[src/hw/rtl/dkrt_pkg.sv]
// Shared constants, types and helpers for the dual-key record table.
package dkrt_pkg;

	localparam int DEPTH       = 16;
	localparam int PLATE_CHARS = 8;

	localparam int ID_W    = 32;
	localparam int PLATE_W = 64;
	localparam int FUNC_W  = 2;
	localparam int STAT_W  = 3;
	localparam int CAP_W   = 5;
	localparam int CNT_W   = 5;
	localparam int IDX_W   = (DEPTH > 1) ? $clog2(DEPTH) : 1;
	localparam int CMP_W   = (CNT_W > CAP_W) ? CNT_W : CAP_W;

	localparam logic [CAP_W-1:0] CAP_RESET = CAP_W'(16);

	// Operation codes
	localparam logic [FUNC_W-1:0] FUNC_ADD    = 2'd0;
	localparam logic [FUNC_W-1:0] FUNC_FIND   = 2'd1;
	localparam logic [FUNC_W-1:0] FUNC_REMOVE = 2'd2;

	// Status codes
	localparam logic [STAT_W-1:0] ST_OK       = 3'd0;
	localparam logic [STAT_W-1:0] ST_EMPTY    = 3'd1;
	localparam logic [STAT_W-1:0] ST_FULL     = 3'd2;
	localparam logic [STAT_W-1:0] ST_DUP      = 3'd3;
	localparam logic [STAT_W-1:0] ST_NOTFOUND = 3'd4;

	// Per-cell control from the chain
	typedef struct packed {
		logic load;
		logic shift;
		logic live;
	} cell_ctl_t;

	// Per-cell compare result
	typedef struct packed {
		logic id_hit;
		logic plate_hit;
	} cell_hit_t;

	// Update command from the controller to the chain
	typedef struct packed {
		logic             load;
		logic             remove;
		logic [IDX_W-1:0] idx;
	} chain_cmd_t;

	// Search result from the chain to the controller
	typedef struct packed {
		logic             id_any;
		logic             plate_any;
		logic [IDX_W-1:0] pos;
		logic [ID_W-1:0]  found;
	} chain_res_t;

	// Keep bytes up to the first zero byte or the plate length, clear the rest
	function automatic logic [PLATE_W-1:0] norm_plate(input logic [PLATE_W-1:0] raw);
		logic [PLATE_W-1:0] kept;
		logic               alive;
		kept  = '0;
		alive = 1'b1;
		for (int i = 0; i < PLATE_CHARS; i++) begin
			if (raw[8*i +: 8] == 8'h00) begin
				alive = 1'b0;
			end
			if (alive) begin
				kept[8*i +: 8] = raw[8*i +: 8];
			end
		end
		return kept;
	endfunction

endpackage

[src/hw/rtl/dkrt_req_if.sv]
// Request channel: operation, id and plate with valid/ready.
interface dkrt_req_if import dkrt_pkg::*; ();
	logic               valid;
	logic               ready;
	logic [FUNC_W-1:0]  func;
	logic [ID_W-1:0]    record_key_id;
	logic [PLATE_W-1:0] plate_key;

	modport source (output valid, func, record_key_id, plate_key, input ready);
	modport sink   (input valid, func, record_key_id, plate_key, output ready);
endinterface

[src/hw/rtl/dkrt_rsp_if.sv]
// Response channel: outcome of one request with valid/ready.
interface dkrt_rsp_if import dkrt_pkg::*; ();
	logic              valid;
	logic              ready;
	logic              success;
	logic [STAT_W-1:0] status_code;
	logic [ID_W-1:0]   found_id;
	logic [CNT_W-1:0]  entry_count;

	modport source (output valid, success, status_code, found_id, entry_count, input ready);
	modport sink   (input valid, success, status_code, found_id, entry_count, output ready);
endinterface

[src/hw/rtl/dkrt_cell.sv]
// One table entry: holds an id and a plate, compares them, loads or shifts.
module dkrt_cell import dkrt_pkg::*; (
	input  logic               clk,
	input  cell_ctl_t          ctl,
	input  logic [ID_W-1:0]    key_id,
	input  logic [PLATE_W-1:0] key_plate,
	input  logic [ID_W-1:0]    next_id,
	input  logic [PLATE_W-1:0] next_plate,
	output logic [ID_W-1:0]    id,
	output logic [PLATE_W-1:0] plate,
	output cell_hit_t          hit
);

	logic [ID_W-1:0]    id_q;
	logic [PLATE_W-1:0] plate_q;

	// Load a new record, take the neighbour's record, or hold
	always_ff @(posedge clk) begin
		if (ctl.load) begin
			id_q    <= key_id;
			plate_q <= key_plate;
		end else if (ctl.shift) begin
			id_q    <= next_id;
			plate_q <= next_plate;
		end
	end

	// Compare only while the entry is in use
	always_comb begin
		hit.id_hit    = ctl.live && (id_q == key_id);
		hit.plate_hit = ctl.live && (plate_q == key_plate);
	end

	assign id    = id_q;
	assign plate = plate_q;

endmodule

[src/hw/rtl/dkrt_chain.sv]
// Row of entry cells with per-cell control and the match priority logic.
module dkrt_chain import dkrt_pkg::*; (
	input  logic               clk,
	input  logic [CNT_W-1:0]   count,
	input  logic [ID_W-1:0]    key_id,
	input  logic [PLATE_W-1:0] key_plate,
	input  chain_cmd_t         cmd,
	output chain_res_t         res
);

	cell_ctl_t          ctl     [DEPTH];
	cell_hit_t          hit     [DEPTH];
	logic [ID_W-1:0]    ids     [DEPTH];
	logic [PLATE_W-1:0] plates  [DEPTH];
	logic [ID_W-1:0]    nxt_id  [DEPTH];
	logic [PLATE_W-1:0] nxt_pl  [DEPTH];

	// Decode the command into each cell's controls and neighbour data
	always_comb begin
		for (int i = 0; i < DEPTH; i++) begin
			ctl[i].live  = (CNT_W'(i) < count);
			ctl[i].load  = cmd.load && (IDX_W'(i) == cmd.idx);
			ctl[i].shift = cmd.remove && (IDX_W'(i) >= cmd.idx);
			if (i + 1 < DEPTH) begin
				nxt_id[i] = ids[(i + 1) % DEPTH];
				nxt_pl[i] = plates[(i + 1) % DEPTH];
			end else begin
				nxt_id[i] = '0;
				nxt_pl[i] = '0;
			end
		end
	end

	for (genvar g = 0; g < DEPTH; g++) begin : g_cell
		dkrt_cell u_cell (
			.clk        (clk),
			.ctl        (ctl[g]),
			.key_id     (key_id),
			.key_plate  (key_plate),
			.next_id    (nxt_id[g]),
			.next_plate (nxt_pl[g]),
			.id         (ids[g]),
			.plate      (plates[g]),
			.hit        (hit[g])
		);
	end

	// Gather hits; the lowest matching plate wins
	always_comb begin
		res.id_any    = 1'b0;
		res.plate_any = 1'b0;
		res.pos       = '0;
		res.found     = '0;
		for (int i = DEPTH - 1; i >= 0; i--) begin
			res.id_any = res.id_any | hit[i].id_hit;
			if (hit[i].plate_hit) begin
				res.plate_any = 1'b1;
				res.pos       = IDX_W'(i);
				res.found     = ids[i];
			end
		end
	end

endmodule

[src/hw/rtl/dual_key_record_table_top.sv]
// Top level of the dual-key record table: request staging, decision and response.
//
//  channel | dir | handshake           | payload
//  --------+-----+---------------------+-------------------------------------------
//  req     | in  | valid/ready         | func, record_key_id, plate_key
//  rsp     | out | valid/ready         | success, status_code, found_id, entry_count
//  cfg     | in  | cfg_we, no wait     | cfg_wdata -> capacity_limit
//
//  Each request is first registered with its plate normalised, then goes through
//  the parallel compare across the cell row and the table update.
//  A new request is taken once the previous one has left the decision stage
//  and the response register is free or being emptied in the same cycle.
//  Reset empties the table and sets the capacity to its full value.
module dual_key_record_table_top import dkrt_pkg::*; (
	input  logic             clk,
	input  logic             arst_n,
	dkrt_req_if.sink         req,
	dkrt_rsp_if.source       rsp,
	input  logic             cfg_we,
	input  logic [CAP_W-1:0] cfg_wdata
);

	logic [CAP_W-1:0]   cap_q;
	logic [CNT_W-1:0]   count_q;
	logic               valid_s1;
	logic [FUNC_W-1:0]  func_s1;
	logic [ID_W-1:0]    id_s1;
	logic [PLATE_W-1:0] plate_s1;

	logic               out_valid_q;
	logic               success_q;
	logic [STAT_W-1:0]  status_q;
	logic [ID_W-1:0]    found_q;

	chain_cmd_t         cmd;
	chain_res_t         res;
	logic               ok;
	logic [STAT_W-1:0]  status;
	logic [ID_W-1:0]    found;
	logic [CNT_W-1:0]   count_nxt;
	logic               full;
	logic               accept;

	assign req.ready = !valid_s1 && (!out_valid_q || rsp.ready);
	assign accept    = req.valid && req.ready;

	dkrt_chain u_chain (
		.clk       (clk),
		.count     (count_q),
		.key_id    (id_s1),
		.key_plate (plate_s1),
		.cmd       (cmd),
		.res       (res)
	);

	// Decide the outcome of the staged request
	always_comb begin
		full      = (CMP_W'(count_q) >= CMP_W'(cap_q)) || (count_q >= CNT_W'(DEPTH));
		ok        = 1'b0;
		status    = ST_NOTFOUND;
		found     = '0;
		count_nxt = count_q;
		cmd.load   = 1'b0;
		cmd.remove = 1'b0;
		cmd.idx    = res.pos;
		case (func_s1)
			FUNC_ADD: begin
				cmd.idx = count_q[IDX_W-1:0];
				if (plate_s1 == '0) begin
					status = ST_EMPTY;
				end else if (full) begin
					status = ST_FULL;
				end else if (res.id_any || res.plate_any) begin
					status = ST_DUP;
				end else begin
					ok        = 1'b1;
					status    = ST_OK;
					cmd.load  = valid_s1;
					count_nxt = count_q + CNT_W'(1);
				end
			end
			FUNC_FIND: begin
				if (res.plate_any && plate_s1 != '0) begin
					ok     = 1'b1;
					status = ST_OK;
					found  = res.found;
				end
			end
			FUNC_REMOVE: begin
				if (res.plate_any && plate_s1 != '0) begin
					ok         = 1'b1;
					status     = ST_OK;
					cmd.remove = valid_s1;
					count_nxt  = count_q - CNT_W'(1);
				end
			end
			default: begin
				ok = 1'b0;
			end
		endcase
	end

	// Hold control state: capacity, count, stage and response valid
	always_ff @(posedge clk or negedge arst_n) begin
		if (!arst_n) begin
			cap_q       <= CAP_RESET;
			count_q     <= '0;
			valid_s1    <= 1'b0;
			out_valid_q <= 1'b0;
		end else begin
			if (cfg_we) begin
				cap_q <= cfg_wdata;
			end
			if (valid_s1) begin
				count_q <= count_nxt;
			end
			valid_s1 <= accept;
			if (valid_s1) begin
				out_valid_q <= 1'b1;
			end else if (rsp.ready) begin
				out_valid_q <= 1'b0;
			end
		end
	end

	// Capture the request payload with the plate normalised
	always_ff @(posedge clk) begin
		if (accept) begin
			func_s1  <= req.func;
			id_s1    <= req.record_key_id;
			plate_s1 <= norm_plate(req.plate_key);
		end
	end

	// Register the response payload
	always_ff @(posedge clk) begin
		if (valid_s1) begin
			success_q <= ok;
			status_q  <= status;
			found_q   <= found;
		end
	end

	assign rsp.valid       = out_valid_q;
	assign rsp.success     = success_q;
	assign rsp.status_code = status_q;
	assign rsp.found_id    = found_q;
	assign rsp.entry_count = count_q;

endmodule
[src/flat_wrapper.sv]
// flat-port wrapper written by rule: the top's interface ports become plain ports
module dual_key_record_table_top_flat import dkrt_pkg::*;
  (clk, arst_n, cfg_we, cfg_wdata, req_valid, req_func, req_record_key_id, req_plate_key, req_ready, rsp_valid, rsp_success, rsp_status_code, rsp_found_id, rsp_entry_count, rsp_ready);
  dkrt_req_if req_i ();
  dkrt_rsp_if rsp_i ();
  input  logic clk;
  input  logic arst_n;
  input  logic cfg_we;
  input  logic [CAP_W-1:0] cfg_wdata;
  input wire logic [$bits(req_i.valid)-1:0] req_valid;
  input wire logic [$bits(req_i.func)-1:0] req_func;
  input wire logic [$bits(req_i.record_key_id)-1:0] req_record_key_id;
  input wire logic [$bits(req_i.plate_key)-1:0] req_plate_key;
  output wire logic [$bits(req_i.ready)-1:0] req_ready;
  output wire logic [$bits(rsp_i.valid)-1:0] rsp_valid;
  output wire logic [$bits(rsp_i.success)-1:0] rsp_success;
  output wire logic [$bits(rsp_i.status_code)-1:0] rsp_status_code;
  output wire logic [$bits(rsp_i.found_id)-1:0] rsp_found_id;
  output wire logic [$bits(rsp_i.entry_count)-1:0] rsp_entry_count;
  input wire logic [$bits(rsp_i.ready)-1:0] rsp_ready;
  assign req_i.valid = req_valid;
  assign req_i.func = req_func;
  assign req_i.record_key_id = req_record_key_id;
  assign req_i.plate_key = req_plate_key;
  assign req_ready = req_i.ready;
  assign rsp_valid = rsp_i.valid;
  assign rsp_success = rsp_i.success;
  assign rsp_status_code = rsp_i.status_code;
  assign rsp_found_id = rsp_i.found_id;
  assign rsp_entry_count = rsp_i.entry_count;
  assign rsp_i.ready = rsp_ready;
  dual_key_record_table_top u_core (.clk(clk), .arst_n(arst_n), .req(req_i), .rsp(rsp_i), .cfg_we(cfg_we), .cfg_wdata(cfg_wdata));
endmodule
[config.mk]
export PLATFORM = sky130hd
export DESIGN_NAME = dual_key_record_table_top_flat
export DESIGN_NICKNAME = d
export VERILOG_FILES = /design/src/hw/rtl/dkrt_pkg.sv /design/src/hw/rtl/dkrt_req_if.sv /design/src/hw/rtl/dkrt_rsp_if.sv /design/src/hw/rtl/dkrt_cell.sv /design/src/hw/rtl/dkrt_chain.sv /design/src/hw/rtl/dual_key_record_table_top.sv /design/src/flat_wrapper.sv
export SDC_FILE = /design/constraint.sdc
export NUM_CORES = 2
export LEC_CHECK = 0
export BUFFER_PORTS_ARGS = -buffer_cell sky130_fd_sc_hd__buf_2
export CORE_ASPECT_RATIO = 2
export CORE_UTILIZATION = 59
export CTS_BUF_LIST = sky130_fd_sc_hd__clkbuf_4
export CTS_CLUSTER_SIZE = 30
export DETAILED_ROUTE_END_ITERATION = 10
export GPL_ROUTABILITY_DRIVEN = 0
export PLACE_DENSITY = 0.82
export SLEW_MARGIN = 20
export SYNTH_ARGS = -nofsm -noshare
export SYNTH_HDL_FRONTEND = slang
export SYNTH_HIERARCHICAL = 1
export SYNTH_SLANG_ARGS = --single-unit
export TNS_END_PERCENT = 5
[constraint.sdc]
create_clock -name clk -period 6 [get_ports clk]
set_input_delay 1.2 -clock clk [delete_from_list [all_inputs] [get_ports clk]]
set_output_delay 1.2 -clock clk [all_outputs]
set_load 0.03 [all_outputs]
# --- Yosys cells after proc, flatten, opt, wreduce, memory -nomap -nowiden ---
# Cells that the tools add are included.
classes:
  add_sub_neg: 2
  n_lt_le_gt_ge: 34
  n_eq_ne: 53
  muxes: 120
  n_bitwise: 15
  n_reduce_logical: 105
ops:
  columns: ["cell", "count"]
  rows:
  - ["$mux 64", 32]
  - ["$eq 64x64->1", 16]
  - ["$mux 32", 32]
  - ["$mux 37", 16]
  - ["$eq 32x32->1", 16]
  - ["$logic_and 1x1->1", 67]
  - ["$logic_not 64->1", 1]
  - ["$logic_not 8->1", 8]
  - ["$reduce_bool 64->1", 1]
  - ["$lt 4x5->1 const A", 8]
  - ["$reduce_bool 2->1", 18]
  - ["$eq 4x4->1 const A", 8]
  - ["$ge 4x4->1 const A", 8]
  - ["$mux 1", 28]
  - ["$lt 3x5->1 const A", 4]
  - ["$mux 5", 4]
  - ["$eq 3x4->1 const A", 4]
  - ["$ge 3x4->1 const A", 4]
  - ["$or 1x1->1", 15]
  - ["$lt 1x5->1 const A", 2]
  - ["$lt 2x5->1 const A", 2]
  - ["$pmux 5 s2", 1]
  - ["$eq 2x4->1 const A", 2]
  - ["$ge 1x4->1 const A", 2]
  - ["other kinds (22)", 30]
word_totals:
  register_bits: 1682
  input_bits: 108
  out_inout_bits: 43
  wordCells: 378

# --- Depth between registers and ports, before layout ---
logic_depth:
  ltp_word: 25
  mapped_depth: 24
  mapped_depth_nobuf: 20

# --- Modules after synthesis ---
# Netlist, hierarchy kept.
modules_own_cells:
  columns: ["mod", "instances", "cells_per_inst", "area_per_inst_um2", "seq_area_each_um2"]
  rows:
  - ["dkrt_cell", 16, 350, 5131.2, 2882.8]
  - ["dual_key_record_table_top", 1, 379, 5831.8, 4325.4]
  - ["dkrt_chain", 1, 765, 4475.5, 0.0]

# --- Worst setup path before layout ---
# Ideal clock, no wire load.
synth_timing:
  path_type: "register to register"
  from: "register u_core.plate_s1[21]"
  to: "register u_core.u_chain.g_cell[6].u_cell.id_q[0], enable pin"
  setup_time_ns: 0.414
  t_arrival_ns: 5.894
  required_ns: 5.586
  setup_slack_ns: -0.308
  stages_incl_launch_ff: 21
  path_buffers: 6
  period_less_slack_ns: 6.308
  path_cell_list: "edfxtp_1 a22oi_1 nor4b_1 nand4bb_1 nor4_2 clkbuf_1 or2_1 buf_2 buf_2 nor3_1 nand2_1 or2_2 nor4_1 nand2_1 nor3b_1 or3b_2 nor2_1 buf_2 buf_2 buf_2 or2_2"
synth_lines:
  columns: ["item", "line", "rtl"]
  rows:
  - ["from (decl)", "dual_key_record_table_top.sv:28", "logic [PLATE_W-1:0] plate_s1;"]
  - ["from (signal assigned)", "dual_key_record_table_top.sv:131", "plate_s1 <= norm_plate(req.plate_key);"]
  - ["to (signal assigned)", "dkrt_cell.sv:20", "id_q <= key_id;"]
  - ["to (signal assigned)", "dkrt_cell.sv:23", "id_q <= next_id;"]
  - ["to (decl)", "dkrt_cell.sv:14", "logic [ID_W-1:0] id_q;"]

==> impl_metrics.py <==
metrics = {
    "floorplan": {
        "start_util_pct": 59.4,
        "core_area_um2": 156000,
        "num_io_pins": 151,
        "fp.dieH_um": 562,
        "die-area_um2": 158000,
        "die_w_um": 282,
        "rows": 205,
    },
    "setup_path": {
        "cp_max_fo": 28,
        "slowest_delay_ns": 0.68,
        "path_class": "reg2reg",
        "crit_family": "simple AND/OR/NAND/NOR gates",
        "crit_slowest_cell": "nor4_2",
        "crit_required_ns": 6.84,
        "worstPathArrival_ns": 6.90,
        "end_kind": "flop",
        "cp-start-kind": "flop",
        "cp_cell_sequence": "buf_6 > buf_4 > xnor2_1 > nand4_1 > nor4_2 > nand4_1 > nor4_4 > nor2b_2 > nor2_1 > nor2_1 > o21ai_1 > a221oi_1 > mux2_2 > buf_4 > nand3b_1 > buf_12 > nor2_4 > or2_4 > buf_12",
        "worstPathBufferInverterCount": 5,
    },
    "synthesis": {
        "synthMuxAreaShare_pct": 18.9,
        "ys_types": 67,
        "synth_xor_area_share_pct": 12.0,
        "synth_top_family_by_area": "multiplexers",
        "synth-simple-area-share_pct": 6.21,
        "async_flop_share_pct": 0.713,
        "synthFlopType": "edfxtp_1",
        "synth_compound_area_share_pct": 5.25,
        "ys_warn_count": 6,
        "synth_edf_count": 1670,
        "ys_seq_area_share_pct": 54.6,
        "synthAdderAreaFrac_pct": 0.184,
        "avgSynthCellArea_um2": 13.7,
        "syn_area_um2": 92400,
        "synth_cells": 6744,
        "ys_ff_latch": 1682,
    },
    "route": {
        "viasPerCell": 6.30,
        "initialDrtViolationCount": 4966,
        "routed_wirelength_mm": 266,
        "ant_nets": 0,
        "vias": 62800,
        "wire_per_inst_um": 26.7,
        "firstDrtPassIters": 9,
        "drc_errors": 0,
    },
    "global_route": {
        "overflow": 0,
        "first_global_vias": 67200,
        "grt_pass1_wl_mm": 389,
        "grt_use_total_pct": 33.3,
        "grt_max_degree": 65,
        "antenna_found_initial": 22,
    },
    "timing": {
        "finalCriticalPeriod_ns": 6.06,
        "tightest_slew_ns": 1.15,
        "setup_viol": 144,
        "slew_headroom_pct": 22.4,
        "finalMaxSlewViolations": 0,
        "fin_skew_ns": 0.116,
        "setup_ws_ns": -0.0579,
        "hold_ws_ns": 0.129,
        "timing.fmax_ghz": 0.165,
        "finalHoldViolCount": 0,
        "fin_crit_sh_pct": 101,
    },
    "placement": {
        "placed_cell_area_um2": 101000,
        "hpwlAfterDp_mm": 199,
        "post-place-cells": 9272,
        "port_buffers": 150,
    },
    "cells_and_area": {
        "final_nets": 7737,
        "layout_commonest_cell": "edfxtp_1",
        "layoutNonFillerInstCount": 9974,
        "utilization_pct": 68.0,
        "multiInputGateArea_um2": 40100,
        "final_cell_area_um2": 106000,
        "final_cell_mix": "1,670 x edfxtp_1, 1,544 x mux2_2, 1,093 x xnor2_1",
        "area_growth_pct": 14.5,
        "regArea_um2": 50500,
        "num-fill-cells": 10800,
        "drive_gt1_share_pct": 37.0,
    },
    "hold_path": {
        "hp-class": "in2reg",
    },
    "clocking": {
        "htree_num_levels": 5,
        "clock_latency_ns": 1.25,
        "cts_tree": "built",
        "clock_sinks": 1682,
        "clk_pin_slew_ns": 0.08,
        "cts_buffers": 393,
        "clockRootBuffer": "clkbuf_4",
        "cts_buffer_depth": 4,
    },
    "power_and_ir_drop": {
        "p_leak_nw": 35.3,
        "irDropWorstVdd_mv": 0.165,
        "p_per_area_nw_per_um2": 234,
    },
    "job": {
        "maxCapViolCount": 0,
    },
    "run_status": {
        "failed_checks": "negative setup slack",
        "status": "finished, violations left",
    },
}
==> cells in the mapped netlist, types with 10 or more instances <==
cell type  number  area (µm²)
or2_2          18         113
o21ai_0        41         205
mux2_2       1544       17400
nor2b_1        10        62.6
xnor2_1      1093        9570
o211ai_1       19         143
inv_1         329        1230
nor2_1         71         267
nor4b_1        16         140
o2bb2ai_1      80         701
a2111oi_0      19         166
nor4_1        133         832
a222oi_1       16         160
o221ai_1       13         114
ha_1           12         150
a221o_1        18         180
xor2_1        176        1540
o21ai_1        12        60.1
and2_1         49         307
o22ai_1       142         888
a21oi_1        41         205
edfxtp_1     1670       50100
and3_1         43         269
nand2b_1       16         100
dfrtp_1        11         275
nand4_1       295        1850
a22oi_1        30         225
clkbuf_1       82         308
buf_2         200        1000
a221oi_1      168        1470
nand2_1       123         462
nor4_2         32         400
nand4bb_1      16         180
nor3_1         64         320
nand3_1        59         295
==> power by group <==
part	internal (mW)	switching [mW]	total, mW	leakage (nW)
Combinational	0.928	1.61	2.54	17.2
Sequential	12.9	0.152	13.1	15.2
Clock	4.60	4.61	9.21	2.89
==> worst reg2reg max path, delay by kind of cell, from the launching register on <==
kind,cells,cell delay [ns]
buffers and inverters,5,1.23
xor gates and xnor gates,1,0.15
muxes,1,0.33
AOI/OAI and AO/OA,2,0.27
DFF,1,0.47
and+or+nand+nor,10,3.18
==> routing by layer <==
layer	part of all wire, %	vias up	track usage (%)
met2	53	2969	60.4
met1	28	30700	26.8
met4	13	12	38.5
met3	6.1	1455	7.52
met5	0.026	-	0
li1	-	27700	-
==> repair_timing <==
| action | in CTS | in global routing |
|---|---|---|
| setup endpoints to repair | 2479 | 1735 |
| gates resized for setup | 3 | 5 |
| hold endpoints to repair | 11 | 0 |
| setup buffers | 2 | 13 |
| hold buffers | 1 | 0 |
==> sequential cells by signal, indices dropped and copies added, names as in the netlist <==
register and count:
u_core/rsp.entry_count 5, u_core/u_chain/g_cell.u_cell/id 512, u_core/plate_s1 64, u_core/cap_q 5, u_core/rsp.success 1, u_core/func_s1 2
u_core/rsp.status_code 3, u_core/rsp.valid 1, u_core/rsp.found_id 32, u_core/u_chain/g_cell.u_cell/plate 1024, u_core/id_s1 32, u_core/valid_s1 1
==> kinds of logic after synthesis <==
| kind of cell | Yosys count |
|---|---|
| buf+inv | 624 |
| xor+xnor | 1269 |
| simple gates | 962 |
| fa+ha+maj | 13 |
| other cells | 1 |
| mux | 1552 |
| flops | 1682 |
| compound gates | 641 |
==> worst paths after layout <==
path | slack (ns) | cells after the start | to | start
min in group asynchronous | 0.51 | 2 | u_core/rsp.entry_count[3]$_DFFE_PN0P_ | arst_n
worst max register to register | -0.06 | 19 | u_core/u_chain/g_cell[14].u_cell/plate[8]$_DFFE_PP_ | u_core/plate_s1[10]$_SDFFCE_PN0P_
worst min-delay path | 0.13 | 1 | u_core/id_s1[17]$_DFFE_PP_ | req_record_key_id[17]
max in group asynchronous | 5.11 | 2 | u_core/valid_s1$_DFF_PN0_ | arst_n
worst min register to register | 0.51 | 2 | u_core/rsp.valid$_DFFE_PN0P_ | u_core/rsp.valid$_DFFE_PN0P_
worst max-delay path | -0.06 | 19 | u_core/u_chain/g_cell[14].u_cell/plate[8]$_DFFE_PP_ | u_core/plate_s1[10]$_SDFFCE_PN0P_
==> per-stage QoR <==
| step | total power [mW] | worst slack [ns] | setup TNS [ns] |
|---|---|---|---|
| 6_report | 24.8 | -0.0579 | -2.51 |
| 5_1_grt | 25.6 | -0.0227 | -0.121 |
| 4_1_cts | 24.9 | 0.0254 | 0 |
| 3_5_place_dp | 15.7 | -0.251 | -220.37 |
| 3_3_place_gp | 15.7 | -0.289 | -97.48 |
| 2_1_floorplan | 14.7 | -0.306 | -115.99 |
==> cell type report <==
class                   count  area share (%)
diodes                     18          0.0426
clock buffers             571            4.05
clock inverters            94           0.525
inverters                 332            1.18
multi-input cells        4533            37.9
flip-flops and latches   1682            47.7
well taps                2070            2.45
repair buffers            674            6.19
Power figures use the tool's default switching activity.
